## config.mk

```make
export PLATFORM = sky130hd
export DESIGN_NAME = can_gateway_frame_rewriter_core
export DESIGN_NICKNAME = d
export VERILOG_FILES = /design/src/sv/cgfr_pkg.sv /design/src/sv/can_gateway_frame_rewriter_core.sv /design/src/sv/cgfr_in_reg.sv /design/src/sv/cgfr_rewrite.sv /design/src/sv/cgfr_out_reg.sv
export SDC_FILE = /design/constraint.sdc
export NUM_CORES = 1
export LEC_CHECK = 0
export BUFFER_PORTS_ARGS = -buffer_cell sky130_fd_sc_hd__buf_4
export CAP_MARGIN = 15
export CORE_MARGIN = 4
export CORE_UTILIZATION = 25
export CTS_CLUSTER_DIAMETER = 150
export CTS_CLUSTER_SIZE = 40
export DETAILED_ROUTE_END_ITERATION = 16
export GPL_ROUTABILITY_DRIVEN = 0
export GPL_TIMING_DRIVEN = 0
export PLACE_DENSITY_LB_ADDON = 0.15
export SLEW_MARGIN = 25
export SYNTH_ARGS = -nofsm -noshare
export SYNTH_HDL_FRONTEND = slang
export SYNTH_SLANG_ARGS = --single-unit
```

## constraint.sdc

```tcl
create_clock -name i_clk -period 8.35 [get_ports i_clk]
set_input_delay 0.835 -clock i_clk [delete_from_list [all_inputs] [get_ports i_clk]]
set_output_delay 0.835 -clock i_clk [all_outputs]
set_load 0.1 [all_outputs]
```

## src/sv/cgfr_pkg.sv

```systemverilog
`default_nettype none
package cgfr_pkg;

    localparam logic [10:0] ID_GEAR  = 11'h43F;
    localparam logic [10:0] ID_SPEED = 11'h316;
    localparam logic [10:0] ID_TACHO = 11'h545;

    localparam logic [7:0] SEL_SPORT   = 8'h15;
    localparam logic [7:0] SEL_SIX     = 8'h16;
    localparam logic [7:0] SEL_SEVEN   = 8'h17;
    localparam logic [7:0] SEL_NEUTRAL = 8'h18;

    localparam logic [7:0] GEAR_NONE    = 8'd0;
    localparam logic [7:0] GEAR_SKIP    = 8'd7;
    localparam logic [7:0] GEAR_FIFTH   = 8'd5;
    localparam logic [7:0] GEAR_SIXTH   = 8'd6;
    localparam logic [7:0] CODE_FIFTH   = 8'd9;
    localparam logic [7:0] CODE_SIXTH   = 8'd10;
    localparam logic [7:0] CODE_SPORT   = 8'd5;
    localparam logic [7:0] CODE_SIX     = 8'd6;
    localparam logic [7:0] CODE_SEVEN   = 8'd7;
    localparam logic [7:0] CODE_NEUTRAL = 8'd0;

    localparam int SPEED_W   = 14;
    localparam int TACHO_MAX = 10;
    localparam logic [SPEED_W-1:0] TACHO_STEP = 14'd1000;

    typedef struct packed {
        logic       source_bus;
        logic [10:0] frame_id;
        logic [3:0] frame_length;
        logic [7:0] in_byte_0;
        logic [7:0] in_byte_1;
        logic [7:0] in_byte_2;
        logic [7:0] in_byte_3;
        logic [7:0] in_byte_4;
        logic [7:0] in_byte_5;
        logic [7:0] in_byte_6;
        logic [7:0] in_byte_7;
    } t_in_item;

    typedef struct packed {
        logic       dest_bus;
        logic [10:0] out_id;
        logic [3:0] out_length;
        logic [7:0] out_byte_0;
        logic [7:0] out_byte_1;
        logic [7:0] out_byte_2;
        logic [7:0] out_byte_3;
        logic [7:0] out_byte_4;
        logic [7:0] out_byte_5;
        logic [7:0] out_byte_6;
        logic [7:0] out_byte_7;
    } t_out_item;

endpackage
`default_nettype wire

```

## src/sv/can_gateway_frame_rewriter_core.sv

```systemverilog
// Channel   Valid          Ready          Payload        Dir
// input     i_in_valid     o_in_ready     i_in_item      in
// output    o_out_valid    i_out_ready    o_out_item     out
// config    i_cfg_wr_en    -              i_cfg_wr_data  in
//
// One request per cycle sustained while i_out_ready is high; a request goes
// through the input register, rewrite logic and result register in that order.
// Synchronous active-low reset clears valids, rolling counter, last gear,
// captured speed and the drive logic byte.
// A stalled result holds the result register; the input register still fills,
// and o_in_ready drops only when both are occupied and i_out_ready is low.
`default_nettype none
module can_gateway_frame_rewriter_core (
    input  wire logic                i_clk,
    input  wire logic                i_rst_n,
    input  wire logic                i_in_valid,
    output logic                     o_in_ready,
    input  wire cgfr_pkg::t_in_item  i_in_item,
    output logic                     o_out_valid,
    input  wire logic                i_out_ready,
    output cgfr_pkg::t_out_item      o_out_item,
    input  wire logic                i_cfg_wr_en,
    input  wire logic [7:0]          i_cfg_wr_data
);

    logic                w_stage_valid;
    logic                w_can_load;
    logic                w_adv;
    cgfr_pkg::t_in_item  w_stage_item;
    cgfr_pkg::t_out_item w_result;

    assign w_adv = w_stage_valid && w_can_load;

    cgfr_in_reg u_in_reg (
        .i_clk   (i_clk),
        .i_rst_n (i_rst_n),
        .i_valid (i_in_valid),
        .o_ready (o_in_ready),
        .i_item  (i_in_item),
        .i_adv   (w_adv),
        .o_valid (w_stage_valid),
        .o_item  (w_stage_item)
    );

    cgfr_rewrite u_rewrite (
        .i_clk         (i_clk),
        .i_rst_n       (i_rst_n),
        .i_cfg_wr_en   (i_cfg_wr_en),
        .i_cfg_wr_data (i_cfg_wr_data),
        .i_adv         (w_adv),
        .i_item        (w_stage_item),
        .o_item        (w_result)
    );

    cgfr_out_reg u_out_reg (
        .i_clk      (i_clk),
        .i_rst_n    (i_rst_n),
        .i_adv      (w_adv),
        .i_item     (w_result),
        .o_can_load (w_can_load),
        .o_valid    (o_out_valid),
        .i_ready    (i_out_ready),
        .o_item     (o_out_item)
    );

`ifndef SYNTHESIS
    a_reset_idle: assert property (@(posedge i_clk)
        !i_rst_n |=> (!o_out_valid && o_in_ready))
        else $error("valid set after reset");
    a_ready_when_draining: assert property (@(posedge i_clk) disable iff (!i_rst_n)
        (o_out_valid && i_out_ready) |-> o_in_ready)
        else $error("input stalled while output drains");
`endif

endmodule
`default_nettype wire

```

## src/sv/cgfr_in_reg.sv

```systemverilog
`default_nettype none
module cgfr_in_reg (
    input  wire logic              i_clk,
    input  wire logic              i_rst_n,
    input  wire logic              i_valid,
    output logic                   o_ready,
    input  wire cgfr_pkg::t_in_item i_item,
    input  wire logic              i_adv,
    output logic                   o_valid,
    output cgfr_pkg::t_in_item     o_item
);

    logic               r_valid;
    logic               n_valid;
    cgfr_pkg::t_in_item r_item;

    assign o_ready = !r_valid || i_adv;
    assign o_valid = r_valid;
    assign o_item  = r_item;

    always_comb begin
        n_valid = r_valid;
        if (i_valid && o_ready) begin
            n_valid = 1'b1;
        end else if (i_adv) begin
            n_valid = 1'b0;
        end
    end

    always_ff @(posedge i_clk) begin
        if (!i_rst_n) begin
            r_valid <= 1'b0;
        end else begin
            r_valid <= n_valid;
        end
    end

    always_ff @(posedge i_clk) begin
        if (i_valid && o_ready) begin
            r_item <= i_item;
        end
    end

endmodule
`default_nettype wire

```

## src/sv/cgfr_rewrite.sv

```systemverilog
`default_nettype none
module cgfr_rewrite (
    input  wire logic               i_clk,
    input  wire logic               i_rst_n,
    input  wire logic               i_cfg_wr_en,
    input  wire logic [7:0]         i_cfg_wr_data,
    input  wire logic               i_adv,
    input  wire cgfr_pkg::t_in_item i_item,
    output cgfr_pkg::t_out_item     o_item
);

    logic [7:0]                   r_drive_logic;
    logic [cgfr_pkg::SPEED_W-1:0] r_engine_speed;
    logic [cgfr_pkg::SPEED_W-1:0] n_engine_speed;
    logic [3:0]                   r_gear_counter;
    logic [3:0]                   n_gear_counter;
    logic [7:0]                   r_last_gear;
    logic [7:0]                   n_last_gear;

    logic [7:0]  w_code;
    logic [3:0]  w_tacho;
    logic [18:0] w_speed_x5;
    logic        w_is_gear;
    logic        w_is_speed;
    logic        w_is_tacho;

    function automatic logic [3:0] tacho_digit(input logic [cgfr_pkg::SPEED_W-1:0] speed);
        logic [3:0] q;
        q = 4'd0;
        for (int k = 1; k <= cgfr_pkg::TACHO_MAX; k++) begin
            if (speed >= cgfr_pkg::SPEED_W'(k * int'(cgfr_pkg::TACHO_STEP))) begin
                q = 4'(k);
            end
        end
        return q;
    endfunction

    assign w_is_gear  = (i_item.frame_id == cgfr_pkg::ID_GEAR);
    assign w_is_speed = (i_item.frame_id == cgfr_pkg::ID_SPEED);
    assign w_is_tacho = (i_item.frame_id == cgfr_pkg::ID_TACHO);

    assign w_speed_x5 = {1'b0, i_item.in_byte_3, i_item.in_byte_2, 2'b00}
                      + {3'b000, i_item.in_byte_3, i_item.in_byte_2};
    assign w_tacho    = tacho_digit(r_engine_speed);

    always_comb begin
        w_code = i_item.in_byte_1;
        if (i_item.in_byte_0 != r_last_gear && i_item.in_byte_0 != cgfr_pkg::GEAR_NONE
                && i_item.in_byte_0 != cgfr_pkg::GEAR_SKIP) begin
            if (i_item.in_byte_0 >= 8'd1 && i_item.in_byte_0 <= 8'd4) begin
                w_code = i_item.in_byte_0;
            end else if (i_item.in_byte_0 == cgfr_pkg::GEAR_FIFTH) begin
                w_code = cgfr_pkg::CODE_FIFTH;
            end else if (i_item.in_byte_0 == cgfr_pkg::GEAR_SIXTH) begin
                w_code = cgfr_pkg::CODE_SIXTH;
            end
        end
        unique case (i_item.in_byte_1)
            cgfr_pkg::SEL_SPORT: begin
                w_code = (i_item.in_byte_0 != cgfr_pkg::GEAR_NONE) ? i_item.in_byte_0
                                                                   : cgfr_pkg::CODE_SPORT;
            end
            cgfr_pkg::SEL_SIX:     w_code = cgfr_pkg::CODE_SIX;
            cgfr_pkg::SEL_SEVEN:   w_code = cgfr_pkg::CODE_SEVEN;
            cgfr_pkg::SEL_NEUTRAL: w_code = cgfr_pkg::CODE_NEUTRAL;
            default: ;
        endcase
    end

    always_comb begin
        o_item.dest_bus   = ~i_item.source_bus;
        o_item.out_id     = i_item.frame_id;
        o_item.out_length = i_item.frame_length;
        o_item.out_byte_0 = i_item.in_byte_0;
        o_item.out_byte_1 = i_item.in_byte_1;
        o_item.out_byte_2 = i_item.in_byte_2;
        o_item.out_byte_3 = i_item.in_byte_3;
        o_item.out_byte_4 = i_item.in_byte_4;
        o_item.out_byte_5 = i_item.in_byte_5;
        o_item.out_byte_6 = i_item.in_byte_6;
        o_item.out_byte_7 = i_item.in_byte_7;
        if (w_is_gear) begin
            o_item.out_byte_0 = 8'd0;
            o_item.out_byte_1 = w_code;
            o_item.out_byte_2 = r_drive_logic;
            o_item.out_byte_3 = {~(r_gear_counter ^ w_code[3:0]), r_gear_counter};
            o_item.out_byte_4 = 8'd0;
            o_item.out_byte_5 = 8'd0;
            o_item.out_byte_6 = 8'd0;
            o_item.out_byte_7 = 8'd0;
        end else if (w_is_tacho) begin
            o_item.out_byte_3 = {i_item.in_byte_3[7], w_tacho[2:0], i_item.in_byte_3[3:0]};
        end
    end

    always_comb begin
        n_engine_speed = r_engine_speed;
        n_gear_counter = r_gear_counter;
        n_last_gear    = r_last_gear;
        if (i_adv && w_is_gear) begin
            n_gear_counter = r_gear_counter + 4'd1;
            n_last_gear    = i_item.in_byte_0;
        end
        if (i_adv && w_is_speed) begin
            n_engine_speed = w_speed_x5[18:5];
        end
    end

    always_ff @(posedge i_clk) begin
        if (!i_rst_n) begin
            r_drive_logic  <= 8'd0;
            r_engine_speed <= '0;
            r_gear_counter <= 4'd0;
            r_last_gear    <= 8'd0;
        end else begin
            if (i_cfg_wr_en) begin
                r_drive_logic <= i_cfg_wr_data;
            end
            r_engine_speed <= n_engine_speed;
            r_gear_counter <= n_gear_counter;
            r_last_gear    <= n_last_gear;
        end
    end

`ifndef SYNTHESIS
    a_counter_step: assert property (@(posedge i_clk) disable iff (!i_rst_n)
        (i_adv && w_is_gear) |=> (r_gear_counter == 4'($past(r_gear_counter) + 4'd1)))
        else $error("gear counter did not advance");
    a_last_gear: assert property (@(posedge i_clk) disable iff (!i_rst_n)
        (i_adv && w_is_gear) |=> (r_last_gear == $past(i_item.in_byte_0)))
        else $error("last gear not captured");
    a_speed_hold: assert property (@(posedge i_clk) disable iff (!i_rst_n)
        !(i_adv && w_is_speed) |=> $stable(r_engine_speed))
        else $error("engine speed changed without a speed request");
`endif

endmodule
`default_nettype wire

```

## src/sv/cgfr_out_reg.sv

```systemverilog
`default_nettype none
module cgfr_out_reg (
    input  wire logic                i_clk,
    input  wire logic                i_rst_n,
    input  wire logic                i_adv,
    input  wire cgfr_pkg::t_out_item i_item,
    output logic                     o_can_load,
    output logic                     o_valid,
    input  wire logic                i_ready,
    output cgfr_pkg::t_out_item      o_item
);

    logic                r_valid;
    logic                n_valid;
    cgfr_pkg::t_out_item r_item;

    assign o_can_load = !r_valid || i_ready;
    assign o_valid    = r_valid;
    assign o_item     = r_item;

    always_comb begin
        n_valid = r_valid;
        if (i_adv) begin
            n_valid = 1'b1;
        end else if (i_ready) begin
            n_valid = 1'b0;
        end
    end

    always_ff @(posedge i_clk) begin
        if (!i_rst_n) begin
            r_valid <= 1'b0;
        end else begin
            r_valid <= n_valid;
        end
    end

    always_ff @(posedge i_clk) begin
        if (i_adv) begin
            r_item <= i_item;
        end
    end

endmodule
`default_nettype wire
```

Word level (Yosys, flattened, before mapping)
Index checks and enable logic that the tools add are counted.
{"block": "word_totals", "ff_bits": 196, "output_inout_bits": 82, "word_cells": 93}
{"block": "op_classes", "addsub": 2, "n_lt_le_gt_ge": 12, "n_eq_ne": 11, "mux": 23, "n_bitwise": 3, "reduce_logical": 14}
{"op": "greater-or-equal comparator 14 x 13 -> 1 bit (second input constant)", "n": 4}
{"op": "2-to-1 mux 8 bit", "n": 6}
{"op": "equality test 8 x 5 -> 1 bit (second input constant)", "n": 4}
{"op": "case mux 8 bit (4 select lines)", "n": 1}
{"op": "greater-or-equal comparator 14 x 12 -> 1 bit (second input constant)", "n": 2}
{"op": "greater-or-equal comparator 14 bit (second input constant)", "n": 2}
{"op": "equality test 11 bit (second input constant)", "n": 2}
{"op": "2-to-1 mux 3 bit", "n": 7}
{"op": "adder 18 x 16 -> 19 bit", "n": 1}
{"op": "equality test 8 x 3 -> 1 bit (second input constant)", "n": 2}
{"op": "2-to-1 mux 16 bit", "n": 1}
{"op": "greater-or-equal comparator 14 x 10 -> 1 bit (second input constant)", "n": 1}
{"op": "greater-or-equal comparator 14 x 11 -> 1 bit (second input constant)", "n": 1}
{"op": "equality test 11 x 10 -> 1 bit (second input constant)", "n": 1}
{"op": "greater-or-equal comparator 8 x 1 -> 1 bit (second input constant)", "n": 1}
{"op": "<= comparator 8 x 3 -> 1 bit (second input constant)", "n": 1}
{"op": "inequality test 8 x 3 -> 1 bit (second input constant)", "n": 1}
{"op": "inequality test 8 bit", "n": 1}
{"op": "nonzero test 8 bit", "n": 1}
{"op": "logical AND 1 bit", "n": 7}
{"op": "2-to-1 mux 7 bit", "n": 1}
{"op": "2-to-1 mux 1 bit", "n": 5}
{"op": "adder 4 x 1 -> 4 bit (second input constant)", "n": 1}
{"op": "2-to-1 mux 2 bit", "n": 2}
{"op": "6 further kinds", "n": 9}

Logic depth before layout (Yosys ltp)
{"block": "logic_depth", "depth_word": 13, "mapped_depth": 8}

Cells and area by module
From an unflattened synthesis, not the netlist that was laid out.
{"block": "unflattened", "hier_cells": 607, "area_unflattened_um2": 8059.0}
{"module": "cgfr_rewrite", "instances": 1, "cells_per_inst": 437, "area_per_inst_um2": 3141.8}
{"module": "cgfr_in_reg", "instances": 1, "cells_per_inst": 85, "area_per_inst_um2": 2459.9}
{"module": "cgfr_out_reg", "instances": 1, "cells_per_inst": 84, "area_per_inst_um2": 2451.1}
{"module": "can_gateway_frame_rewriter_core", "instances": 1, "cells_per_inst": 1, "area_per_inst_um2": 6.3}

Worst setup path before layout
No wires, ideal clock.
{"block": "synth_path", "path_type": "register to register", "start": "register u_out_reg.r_valid (netlist: u_out_reg.o_valid)", "end": "register u_in_reg.r_item, in the netlist u_in_reg.o_item[0] (enable)", "arrival_time_ns": 3.596, "slack_ns": 4.307, "stages_incl_launch_ff": 4, "synth_period_minus_slack_ns": 4.043, "cell_sequence": "dfxtp_1 nor2b_1 nand2_1 and2_1"}
{"block": "synth_between", "elab_chain_cells": 5}
{"item": "from (decl)", "line_no": "cgfr_out_reg.sv:13", "rtl": "logic r_valid;"}
{"item": "from (signal assigned)", "line_no": "cgfr_out_reg.sv:34", "rtl": "r_valid <= n_valid;"}
{"item": "logical NOT 1 bit", "line_no": "cgfr_out_reg.sv:17", "rtl": "assign o_can_load = !r_valid || i_ready;"}
{"item": "logical OR 1 bit", "line_no": "cgfr_out_reg.sv:17"}
{"item": "logical AND 1 bit", "line_no": "can_gateway_frame_rewriter_core.sv:32", "rtl": "assign w_adv = w_stage_valid && w_can_load;"}
{"item": "logical OR 1 bit", "line_no": "cgfr_in_reg.sv:17", "rtl": "assign o_ready = !r_valid || i_adv;"}
{"item": "net o_in_ready", "line_no": "can_gateway_frame_rewriter_core.sv:17", "rtl": "output logic o_in_ready,"}
{"item": "logical AND 1 bit", "line_no": "cgfr_in_reg.sv:39", "rtl": "if (i_valid && o_ready) begin"}
{"item": "to (signal assigned)", "line_no": "cgfr_in_reg.sv:40", "rtl": "r_item <= i_item;"}
{"item": "to (decl)", "line_no": "cgfr_in_reg.sv:15", "rtl": "cgfr_pkg::t_in_item r_item;"}
The timed path passes the listed nets, and every way through them passes these cells.
A chain may end at the register's enable or synchronous reset.

==> qor.csv <==
stage,metric,value,unit
timing,final_hold_violating_endpoints,0,
placed_design,detailedPlacementHpwl,14.48,mm
cts,h-tree-depth,4,
timing,max-slew-margin-rel,0.3711,
layout,nNetsFinal,886,
layout,syn2layout_area_growth,31.30,%
yosys,synth-main-ff-cell,edfxtp_1,
timing,finalCritPeriodShare,0.3715,
global_route,grt_pass1_wl,30.32,mm
cts,clock_latency,0.43,ns
yosys,netlist-cell-type-count,63,
floorplan,die_w,185.5,um
layout,multi_input_gate_area,2265,sq um
yosys,syn_area,7879,sq um
yosys,synthesis.area_per_instance,13.45,sq um
timing,unrepaired_setup_endpoints_after_global_routing,false,
floorplan,die_height,185.5,um
timing,worst_slew_pin_slew,0.9348,ns
yosys,synth_async_sr_flop_share,0,
cts,clk_path_buf_depth,2,
timing,setup_violations,0,
cts,cts.repair_timing.setup_buffer_count,0,
setup_path,timing.reg2reg.worst_path_depth,6,
setup_path,worst-endpoint-arrival,3.23,ns
routing,vias_per_cell,4.290,
timing,tns,0,ns
worst_hold_path,worst_hold_path.num_cells,0,
power,cellPowerDensity,219.1,nW/um^2
power,power.leakage,3.879,nW
setup_path,crit_path_start,u_in_reg.o_item[75],
worst_hold_path,hold_end,u_out_reg.o_item[66],
outcome,outcome,"finished, final reports clean",
flow_run,maxCapViolCount,0,
floorplan,starting_density_of_the_core,0.2556,
cts,clkTransAtPathRegs,0.07,ns
yosys,ys.warnings.count,0,
routing,finalWirelength,19.76,mm
yosys,synthDominantCellAreaShare,0.6098,
cts,cts-resized-gates,0,
routing,avgRoutedWirePerCell,16.63,um
setup_path,critPathMaxFanout,10,
global_route,vias_in_the_first_global_route,5219,
timing,final_critical_path_setup_slack,5.248,ns
yosys,synth_top_cell_by_area,edfxtp_1,
floorplan,rows,64,
setup_path,worst_ep_required_time,8.48,ns
layout,antennaDiodeCount,0,
placed_design,detailedPlace.worstSlack,5.257,ns
floorplan,core_region_area,30830,sq um
yosys,synth_nets,693,
setup_path,setup.reg_to_reg.worst_slack,5.25,ns
yosys,synth_enable_flop_cells,160,
floorplan,die_area,34420,sq um
yosys,postSynthRegisterBits,193,
yosys,synth-seq-area-share,0.6937,
timing,skew,0.01198,ns
cts,tritoncts_clock_tree,yes,
cts,numCtsBuffers,17,
power,post-layout-total-power,0.002267,W
routing,drcViolationCount,0,
worst_hold_path,min-delay-start,u_in_reg.o_item[66],
global_route,grt_start_max_net_pins,48,
routing,num_vias,5096,
setup_path,worst_setup_path_start_kind,flip-flop,
cts,cts_root_buf,clkbuf_16,
timing,max_freq,0.3224,GHz
global_route,groute.usage.overall,0.1162,
layout,post_route_cells_drive_above_1_share,0.2828,
setup_path,setup.worst_path.end_class,flip-flop,
global_route,overflow,0,
routing,detailedRoute.firstIterationViolations,241,
power,irDropWorstVdd,91.65,uV
layout,layout.area.seq,5465,sq um
timing,timing.final.max_slew_violations,0,
setup_path,worstSetupPathType,flip-flop to flip-flop,
yosys,ranking_of_synthesized_cells_by_area,"edfxtp_1 (61%), dfxtp_1 (8.4%), nand2_1 (3.3%)",
placed_design,portBuffers,172,
global_route,number_of_antenna_violations_at_the_first_check_in_global_routing,0,
timing,finalCriticalPeriod,3.102,ns
worst_hold_path,worst_hold_path_type,flip-flop to flip-flop,
floorplan,top_level_ports,175,
yosys,post_synth_inst_count,586,
routing,drtAntennaViolNets,0,
routing,first_pass_iters,4,
setup_path,rr_startpoint,u_in_reg.o_item[75],
cts,cts.sinks,193,
cts,cts_hold_buf,0,
layout,filler_cell_count,3060,
setup_path,r2r_end,u_out_reg.o_item[38],
==> worst max-delay path by stage <==
stage	end	slack, ns
global placement	u_in_reg.o_item[8]	3.74
detailed placement	u_out_reg.o_item[38]	5.26
finish	u_out_reg.o_item[38]	5.25
floorplan	u_in_reg.o_item[0]	4.31
global route	u_out_reg.o_item[38]	5.03
CTS	u_out_reg.o_item[38]	5.25
==> per-stage QoR <==
step                      cells  hold WS [ns]  instance area, sq um    util
after detailed placement   1156        0.4045                  9728  0.3155
after global routing       1188        0.4240                 10340  0.3356
final                      1188        0.4198                 10340  0.3356
after CTS                  1188        0.4221                 10340  0.3356
after global placement     1154        0.4017                  9666  0.3135
after floorplan             586        0.4003                  7879       -
==> synthesized netlist by cell type, types with 9 or more instances <==
master and count:
a21oi_1 19, and2_1 41, clkbuf_1 24, dfxtp_1 33, edfxtp_1 160, ha_1 14
inv_1 10, mux2i_1 17, nand2_1 69, nand3_1 9, nor2_1 46, nor3_1 11
o21ai_0 14, xor2_1 13
==> metal layers <==
metal	global-route usage	up-vias	share of wire
li1	-	2549	-
met1	0.1462	2411	0.44
met2	0.1837	121	0.47
met3	0.05081	15	0.080
met4	0.03083	0	0.010
met5	0	-	0
==> cells by family (layout without fill, tap and decap cells) <==
logic type,after synthesis,after routing,share of synthesized area
XOR/XNOR,19,19,0.02112
AO/OA/AOI/OAI,96,96,0.08909
flip-flops,193,193,0.6937
multiplexers,17,17,0.02160
adder cells (fa/ha/maj),14,14,0.02223
AND/OR/NAND/NOR,209,209,0.1331
buffers and inverters,38,244,0.01921
==> cell type report <==
class / instances / area share
Sequential cell: 193 / 0.5283
Clock buffer: 20 / 0.04221
Buffer: 28 / 0.01101
Tap cell: 396 / 0.04790
Multi-Input combinational cell: 355 / 0.2189
Inverter: 10 / 0.004112
Clock inverter: 12 / 0.01742
Timing Repair Buffer: 174 / 0.1301
==> worst max-delay path, cell delays in order, from the launching register on <==
cell	delay [ns]
edfxtp_1	0.39
nor2b_1	0.20
nand4b_1	0.20
nor4_1	0.84
clkbuf_1	0.41
clkbuf_1	0.54
a21oi_1	0.21
==> registers in the layout (all words and copies together), names as in the netlist <==
name and cells:
u_rewrite.r_last_gear 8, u_in_reg.o_item 80, u_rewrite.r_engine_speed 11, u_rewrite.r_gear_counter 4, u_rewrite.r_drive_logic 8, u_out_reg.o_valid 1
u_in_reg.o_valid 1, u_out_reg.o_item 80
==> power breakdown <==
part / switching, W / internal [W]
Clock: 0.000363 / 0.000505
Combinational: 0.000202 / 0.0000836
Sequential: 0.0000197 / 0.00109
==> layout by cell type (no fill, tap or decap), drive strengths merged, types with 3 or more instances in the layout <==
cell,netlist,final
mux2i,17,17
and2,41,41
nor3,11,11
nand3,9,9
o21ai,18,18
o31ai,6,6
or3,6,6
xor2,13,13
a21o,5,5
a211oi,6,6
nor2b,3,3
dfxtp,33,33
xnor2,6,6
nor4,6,6
o21a,4,4
nand2,69,69
nand4,4,4
edfxtp,160,160
buf,4,178
bufinv,0,4
a31oi,5,5
a21oi,19,19
nor2,47,47
clkbuf,24,44
o21bai,3,3
ha,14,14
a22o,5,5
o211ai,3,3
inv,10,14
Note: power is estimated with default switching activity, not from simulation.
